==> src/rtl/core/srtf_pkg.sv <==
// ----------------------------------------------------------------------------
// srtf_pkg
// Shared types and constants of the shortest-remaining-time-first scheduler:
// table size, task slot record, input mode codes and sequencer states.
// ----------------------------------------------------------------------------
package srtf_pkg;

   localparam int SLOTS  = 16;
   localparam int SLOT_W = (SLOTS > 1) ? $clog2(SLOTS) : 1;
   localparam int CNT_W  = $clog2(SLOTS + 1);

   typedef struct packed {
      logic [15:0] task_id;
      logic [15:0] arrival;
      logic [15:0] burst;
      logic [15:0] remain;
   } entry_type;

   localparam int ENTRY_W = $bits(entry_type);

   typedef enum logic [1:0] {
      MODE_LOAD  = 2'd0,
      MODE_TICK  = 2'd1,
      MODE_CLEAR = 2'd2,
      MODE_NONE  = 2'd3
   } mode_type;

   typedef enum logic [1:0] {
      ST_IDLE,
      ST_SCAN,
      ST_FINISH
   } state_type;

endpackage

==> src/rtl/core/srtf_ram.sv <==
// ----------------------------------------------------------------------------
// srtf_ram
// Generic single-write, single-read synchronous RAM with registered read data.
// ----------------------------------------------------------------------------
module srtf_ram #(
   parameter int WIDTH = 8,
   parameter int DEPTH = 16
) (
   input  logic                                    clock,
   input  logic                                    wr_en,
   input  logic [((DEPTH > 1) ? $clog2(DEPTH) : 1)-1:0] wr_addr,
   input  logic [WIDTH-1:0]                        wr_data,
   input  logic                                    rd_en,
   input  logic [((DEPTH > 1) ? $clog2(DEPTH) : 1)-1:0] rd_addr,
   output logic [WIDTH-1:0]                        rd_data
);

   logic [WIDTH-1:0] mem_ff [DEPTH];
   logic [WIDTH-1:0] rd_data_ff;

   always_ff @(posedge clock) begin
      if (wr_en) begin
         mem_ff[wr_addr] <= wr_data;
      end
      if (rd_en) begin
         rd_data_ff <= mem_ff[rd_addr];
      end
   end

   assign rd_data = rd_data_ff;

endmodule

==> src/rtl/core/srtf_tick_scheduler_top.sv <==
// ----------------------------------------------------------------------------
// srtf_tick_scheduler_top
// Preemptive shortest-remaining-time-first scheduler over a table of task
// slots. Load and clear transactions are done when accepted. A tick
// transaction scans the slot RAM, reading one slot per cycle, then passes
// a finish state that registers its result strobe; the next transaction is
// taken in the cycle the strobe shows. The receiver cannot stall. Reset
// clears the slot valid bits and the clock; the slot RAM is not cleared.
// ----------------------------------------------------------------------------
module srtf_tick_scheduler_top
   import srtf_pkg::*;
(
   input  logic        clock,
   input  logic        reset,
   input  logic        start,
   output logic        busy,
   input  logic [1:0]  req_mode,
   input  logic [3:0]  req_slot,
   input  logic [15:0] req_task_id,
   input  logic [15:0] req_arrival_time,
   input  logic [15:0] req_burst_time,
   output logic        rsp_valid,
   output logic [31:0] rsp_tick_time,
   output logic        rsp_ran,
   output logic [15:0] rsp_running_id,
   output logic        rsp_finished,
   output logic [31:0] rsp_completion_time,
   output logic [31:0] rsp_turnaround_time,
   output logic [31:0] rsp_waiting_time,
   output logic        rsp_all_done
);

   state_type            state_ff, state_in;
   logic [SLOTS-1:0]     loaded_ff, loaded_in;
   logic [31:0]          clock_ff, clock_in;
   logic [CNT_W-1:0]     addr_ff, addr_in;
   logic                 dvld_ff, dvld_in;
   logic [SLOT_W-1:0]    didx_ff, didx_in;
   logic                 found_ff, found_in;
   logic [1:0]           open_ff, open_in;
   logic                 rsp_valid_ff, rsp_valid_in;
   entry_type            best_ff, best_in;
   logic [SLOT_W-1:0]    best_idx_ff, best_idx_in;

   logic [31:0] rsp_tick_ff, rsp_tick_in;
   logic        rsp_ran_ff, rsp_ran_in;
   logic [15:0] rsp_id_ff, rsp_id_in;
   logic        rsp_fin_ff, rsp_fin_in;
   logic [31:0] rsp_comp_ff, rsp_comp_in;
   logic [31:0] rsp_tat_ff, rsp_tat_in;
   logic [31:0] rsp_wt_ff, rsp_wt_in;
   logic        rsp_done_ff, rsp_done_in;

   logic              accept;
   mode_type          mode;
   logic              slot_ok;
   logic [SLOT_W-1:0] slot_idx;
   logic              issue;
   logic              scan_last;

   logic              ram_we;
   logic [SLOT_W-1:0] ram_waddr;
   entry_type         ram_wdata;
   entry_type         ram_rdata;

   logic              cand_open;
   logic              cand_elig;
   logic              cand_better;

   logic [31:0]       next_clk;
   logic [15:0]       new_remain;
   logic [31:0]       tat;

   assign accept    = start && !busy;
   assign mode      = mode_type'(req_mode);
   assign slot_ok   = 32'(req_slot) < SLOTS;
   assign slot_idx  = SLOT_W'(req_slot);
   assign issue     = (state_ff == ST_SCAN) && (32'(addr_ff) < SLOTS);
   assign scan_last = dvld_ff && (didx_ff == SLOT_W'(SLOTS - 1));

   srtf_ram #(
      .WIDTH (ENTRY_W),
      .DEPTH (SLOTS)
   ) u_ram (
      .clock   (clock),
      .wr_en   (ram_we),
      .wr_addr (ram_waddr),
      .wr_data (ram_wdata),
      .rd_en   (issue),
      .rd_addr (addr_ff[SLOT_W-1:0]),
      .rd_data (ram_rdata)
   );

   assign cand_open   = loaded_ff[didx_ff] && (ram_rdata.remain != 16'd0);
   assign cand_elig   = cand_open && (32'(ram_rdata.arrival) <= clock_ff);
   assign cand_better = !found_ff || (ram_rdata.remain < best_ff.remain) ||
                        ((ram_rdata.remain == best_ff.remain) &&
                         (ram_rdata.arrival < best_ff.arrival));

   assign next_clk   = (clock_ff == 32'hFFFF_FFFF) ? clock_ff : clock_ff + 32'd1;
   assign new_remain = best_ff.remain - 16'd1;
   assign tat        = (next_clk >= 32'(best_ff.arrival)) ?
                       next_clk - 32'(best_ff.arrival) : 32'd0;

   always_comb begin
      state_in = state_ff;
      case (state_ff)
         ST_IDLE: begin
            if (accept && (mode == MODE_TICK)) begin
               state_in = ST_SCAN;
            end
         end
         ST_SCAN: begin
            if (scan_last) begin
               state_in = ST_FINISH;
            end
         end
         ST_FINISH: state_in = ST_IDLE;
         default:   state_in = ST_IDLE;
      endcase
   end

   always_comb begin
      busy         = (state_ff != ST_IDLE);
      loaded_in    = loaded_ff;
      clock_in     = clock_ff;
      addr_in      = addr_ff;
      dvld_in      = issue;
      didx_in      = addr_ff[SLOT_W-1:0];
      found_in     = found_ff;
      open_in      = open_ff;
      best_in      = best_ff;
      best_idx_in  = best_idx_ff;
      rsp_valid_in = 1'b0;
      ram_we       = 1'b0;
      ram_waddr    = slot_idx;
      ram_wdata    = '{task_id: req_task_id, arrival: req_arrival_time,
                       burst: req_burst_time, remain: req_burst_time};
      rsp_tick_in  = clock_ff;
      rsp_ran_in   = 1'b0;
      rsp_id_in    = 16'd0;
      rsp_fin_in   = 1'b0;
      rsp_comp_in  = 32'd0;
      rsp_tat_in   = 32'd0;
      rsp_wt_in    = 32'd0;
      rsp_done_in  = 1'b0;

      case (state_ff)
         ST_IDLE: begin
            if (accept) begin
               case (mode)
                  MODE_LOAD: begin
                     if (slot_ok) begin
                        ram_we              = 1'b1;
                        loaded_in[slot_idx] = 1'b1;
                     end
                  end
                  MODE_CLEAR: begin
                     loaded_in = '0;
                     clock_in  = 32'd0;
                  end
                  MODE_TICK: begin
                     addr_in  = '0;
                     found_in = 1'b0;
                     open_in  = 2'd0;
                  end
                  default: begin
                  end
               endcase
            end
         end
         ST_SCAN: begin
            if (issue) begin
               addr_in = addr_ff + CNT_W'(1);
            end
            if (dvld_ff) begin
               if (cand_open && (open_ff != 2'd2)) begin
                  open_in = open_ff + 2'd1;
               end
               if (cand_elig && cand_better) begin
                  found_in    = 1'b1;
                  best_in     = ram_rdata;
                  best_idx_in = didx_ff;
               end
            end
         end
         ST_FINISH: begin
            rsp_valid_in = 1'b1;
            if (open_ff == 2'd0) begin
               rsp_done_in = 1'b1;
            end else begin
               clock_in = next_clk;
               if (found_ff) begin
                  ram_we           = 1'b1;
                  ram_waddr        = best_idx_ff;
                  ram_wdata        = best_ff;
                  ram_wdata.remain = new_remain;
                  rsp_ran_in       = 1'b1;
                  rsp_id_in        = best_ff.task_id;
                  if (new_remain == 16'd0) begin
                     rsp_fin_in  = 1'b1;
                     rsp_comp_in = next_clk;
                     rsp_tat_in  = tat;
                     rsp_wt_in   = (tat >= 32'(best_ff.burst)) ?
                                   tat - 32'(best_ff.burst) : 32'd0;
                     rsp_done_in = (open_ff == 2'd1);
                  end
               end
            end
         end
         default: begin
         end
      endcase
   end

   always_ff @(posedge clock) begin
      if (reset) begin
         state_ff     <= ST_IDLE;
         loaded_ff    <= '0;
         clock_ff     <= 32'd0;
         addr_ff      <= '0;
         dvld_ff      <= 1'b0;
         found_ff     <= 1'b0;
         open_ff      <= 2'd0;
         rsp_valid_ff <= 1'b0;
      end else begin
         state_ff     <= state_in;
         loaded_ff    <= loaded_in;
         clock_ff     <= clock_in;
         addr_ff      <= addr_in;
         dvld_ff      <= dvld_in;
         found_ff     <= found_in;
         open_ff      <= open_in;
         rsp_valid_ff <= rsp_valid_in;
      end
   end

   always_ff @(posedge clock) begin
      didx_ff     <= didx_in;
      best_ff     <= best_in;
      best_idx_ff <= best_idx_in;
      if (state_ff == ST_FINISH) begin
         rsp_tick_ff <= rsp_tick_in;
         rsp_ran_ff  <= rsp_ran_in;
         rsp_id_ff   <= rsp_id_in;
         rsp_fin_ff  <= rsp_fin_in;
         rsp_comp_ff <= rsp_comp_in;
         rsp_tat_ff  <= rsp_tat_in;
         rsp_wt_ff   <= rsp_wt_in;
         rsp_done_ff <= rsp_done_in;
      end
   end

   assign rsp_valid           = rsp_valid_ff;
   assign rsp_tick_time       = rsp_tick_ff;
   assign rsp_ran             = rsp_ran_ff;
   assign rsp_running_id      = rsp_id_ff;
   assign rsp_finished        = rsp_fin_ff;
   assign rsp_completion_time = rsp_comp_ff;
   assign rsp_turnaround_time = rsp_tat_ff;
   assign rsp_waiting_time    = rsp_wt_ff;
   assign rsp_all_done        = rsp_done_ff;

endmodule

==> config.mk <==
export PLATFORM = sky130hd
export DESIGN_NAME = srtf_tick_scheduler_top
export DESIGN_NICKNAME = d
export VERILOG_FILES = /design/src/rtl/core/srtf_pkg.sv /design/src/rtl/core/srtf_ram.sv /design/src/rtl/core/srtf_tick_scheduler_top.sv
export SDC_FILE = /design/constraint.sdc
export NUM_CORES = 2
export LEC_CHECK = 0
export ABC_AREA = 1
export ABC_CLOCK_PERIOD_IN_PS = 19100
export BUFFER_PORTS_ARGS = -buffer_cell sky130_fd_sc_hd__buf_2
export CAP_MARGIN = 5
export CELL_PAD_IN_SITES_DETAIL_PLACEMENT = 1
export CELL_PAD_IN_SITES_GLOBAL_PLACEMENT = 2
export CORE_MARGIN = 2
export CORE_UTILIZATION = 45
export DETAILED_ROUTE_END_ITERATION = 8
export PLACE_DENSITY = 0.9
export SYNTH_ARGS = -nofsm -noshare
export SYNTH_HDL_FRONTEND = slang
export SYNTH_SLANG_ARGS = --single-unit
==> constraint.sdc <==
create_clock -name clock -period 19.1 [get_ports clock]
set_input_delay 0 -clock clock [delete_from_list [all_inputs] [get_ports clock]]
set_output_delay 0 -clock clock [all_outputs]
set_load 0.02 [all_outputs]
==> flow_summary.ini <==
[global_route]
grt.total_usage_pct = 26.8
antenna_found_initial = 3
global_route_wire_length_before_repair_um = 261000
grt_overflow = 0
grt_max_degree = 226
number_of_global_route_vias_before_repair = 41000

[worst_setup_path]
worst_r2r_path_depth = 39
crit_fanout = 30
critPathArrivalTime_ns = 8.76
worstSetupStartpoint = clock_ff[0]
critPathCapture = rsp_waiting_time[26]
worst-setup-path-type = register to register
reg2reg_from = clock_ff[0]
critical_path.reg2reg.endpoint = rsp_waiting_time[26]
timing.critical_path.to_type = register
worst_path_largest_cell_delay_ns = 0.59
timing.reg2reg.setup_slack_ns = 10.98
critical_path_required_ns = 19.73
cell_with_the_largest_stage_delay_on_the_worst_path = sky130_fd_sc_hd__o21ai_0
timing.critical_path.mode_cell = sky130_fd_sc_hd__inv_1
startpoint_class = register

[placed_design]
buffer_ports.inserted = 205
dpl-instance-area_sq_mm = 0.0604
post-place-ws_ns = 11.18
place.detailed.hpwl_um = 102000
gpl.final_weighted_congestion = 0.920

[detailed_routing]
drt_drc_violations_left = 0
detailedRoute.firstIterationViolations = 3854
ant_nets = 0
via_count = 39300
drtPass1Iterations = 5
finalWirelength_um = 177000
detail_route.vias_per_cell = 5.92
routed_wire_length_per_instance_um = 26.7

[logic_synthesis]
synth_cells = 4580
synth_ff_type = sky130_fd_sc_hd__edfxtp_1
yosysTopAreaCell = sky130_fd_sc_hd__edfxtp_1
synth_fp_nets = 4725
ys_warns = 0
syn_area_sq_mm = 0.0572
synth_common_cells = 1,303 x sky130_fd_sc_hd__edfxtp_1, 786 x sky130_fd_sc_hd__nor2_1, 530 x sky130_fd_sc_hd__nand2_1
avgSynthCellArea_sq_um = 12.5
post_synth_main_area_contributors = sky130_fd_sc_hd__edfxtp_1 68%, sky130_fd_sc_hd__nor2_1 5.2%, sky130_fd_sc_hd__nand2_1 3.5%
async_flop_share_pct = 0
post-synth-top-count-cell = sky130_fd_sc_hd__edfxtp_1
netlist.area_leader.share_pct = 68.4
yosysSeqAreaShare_pct = 70.7
count_of_flip_flops_with_a_built_in_enable_after_synthesis = 1303
ys_ff_latch = 1367
ys_types = 56

[sta]
unrepaired_setup_endpoints_after_global_routing = false
worst_slack_ns = 10.98
setup_total_negative_slack_ns = 0
period_utilization_post_route_pct = 42.5
max_slew.worst_pin.slew_ns = 1.22
clock_skew_ns = 0.0354
period_minus_ws_final_ns = 8.12
setup_violations = 0
finalHoldViolCount = 0
worst_slew_margin_rel_pct = 18.4
slew_viol_final = 0
achievable-frequency_ghz = 0.123

[power]
static-leakage-power_uw = 0.0227
power_density_mw_per_mm2 = 96.6
vdd_ir_drop_max_uv = 74.3
power_uw = 6340

[die]
initial_utilization_pct = 45.4
chipWidth_um = 360
die_h_um = 360
design.portCount = 206
coreArea_sq_mm = 0.126
design.die.area_sq_mm = 0.130
rows = 130

[clock_network]
cts-htree-levels = 4
worst_skew_pair.late_latency_ns = 0.81
postCtsSetupBuffers = 0
cts_inserted_buffers = 145
cts_max_path_buffers = 3
clock-root-buffer = sky130_fd_sc_hd__clkbuf_16
cts_tree = yes
clk_pin_slew_worst_paths_ns = 0.06
cts.sinks = 1367

[finish]
design_area_sq_mm = 0.0657
flow.area_growth_from_synthesis_pct = 14.8
post-route-util_pct = 52.2
finalNetCount = 5012
multiInputGateArea_sq_mm = 0.0151
final-seq-area_sq_mm = 0.0404
fraction_of_layout_instances_using_a_drive_strength_above_1_pct = 13.0
final.fill_count = 12800

[min_path]
timing.hold.worst.class = input pin to register

[status]
status = complete, no violations

[flow_run]
drv_cap = 0
## placed cells by master, fill, tap and decap left out, drive strengths merged, types with 104 or more instances in the layout
cell type / n
clkbuf: 184
edfxtp: 1303
nor2: 830
buf: 315
nand2: 554
inv: 256
o221ai: 105
a21oi: 142
o21ai: 357
o32ai: 152
mux2i: 104
nand3: 204
## worst max-delay path: cells and delay by family (launching register included)
kind	cells	cell delay [ns]
AO/OA/AOI/OAI	8	2.19
flip-flops	1	0.51
adder cells (fa/ha/maj)	4	1.36
AND/OR/NAND/NOR	18	2.46
buffers and inverters	9	1.37
## worst min path at each step
stage,start,endpoint,cells after the start
2_1_floorplan,req_slot[2],loaded_ff[5],2
3_3_place_gp,req_slot[2],loaded_ff[6],3
3_5_place_dp,req_slot[2],loaded_ff[6],3
4_1_cts,req_slot[0],loaded_ff[10],5
5_1_grt,req_arrival_time[11],u_ram.mem_ff[8][43],4
6_report,req_slot[0],loaded_ff[10],5
## layout make-up
cell class / count / share of cell area (%)
Multi-Input combinational cell: 2728 / 22.9
Clock buffer: 184 / 5.96
Tap cell: 1650 / 3.14
Antenna cell: 2 / 0.00762
Timing Repair Buffer: 377 / 3.82
Inverter: 248 / 1.43
Clock inverter: 79 / 1.14
Sequential cell: 1367 / 61.6
## metrics by stage
stage | hold WS, ns | std cells
finish | 0.118 | 6635
global route | 0.154 | 6634
CTS | 0.0720 | 6633
detailed placement | 0.363 | 6308
global placement | 0.360 | 6308
floorplan | 0.172 | 4580
## metal layers
metal / share of wire, % / vias to the layer above / track usage (%)
met5: 0 / - / 0
met4: 3.4 / 0 / 10.0
met3: 6.3 / 339 / 4.00
met2: 51 / 1607 / 46.3
met1: 40 / 20100 / 34.2
li1: - / 17200 / -
## state kept, by name, summed over array words and instances, names as in the netlist, 4 cells and up
register	count
rsp_waiting_time	32
u_ram.mem_ff	1024
rsp_turnaround_time	32
rsp_completion_time	32
addr_ff	5
clock_ff	32
best_idx_ff	4
rsp_running_id	16
best_ff	64
didx_ff	4
rsp_tick_time	32
loaded_ff	16
u_ram.rd_data	64
## power breakdown
part / switching (uW) / internal (uW)
sequential: 11.0 / 3290
clock: 1200 / 1600
combinational: 167 / 71.7
## cells by family (layout without fill, tap and decap cells)
kind of cell	Yosys count	in the layout	share of synthesized area [%]
simple gates	1676	1676	12.4
xor+xnor	52	52	0.796
mux	104	104	1.82
flops	1367	1367	70.7
compound gates	808	808	9.08
other cells	0	2	0
fa+ha+maj	88	88	1.95
buf+inv	485	888	3.27
## what timing repair did
item	CTS	global route
gates resized for setup	0	0
endpoints found under the hold margin	951	0
hold buffers	62	0
Power figures use the tool's default switching activity.
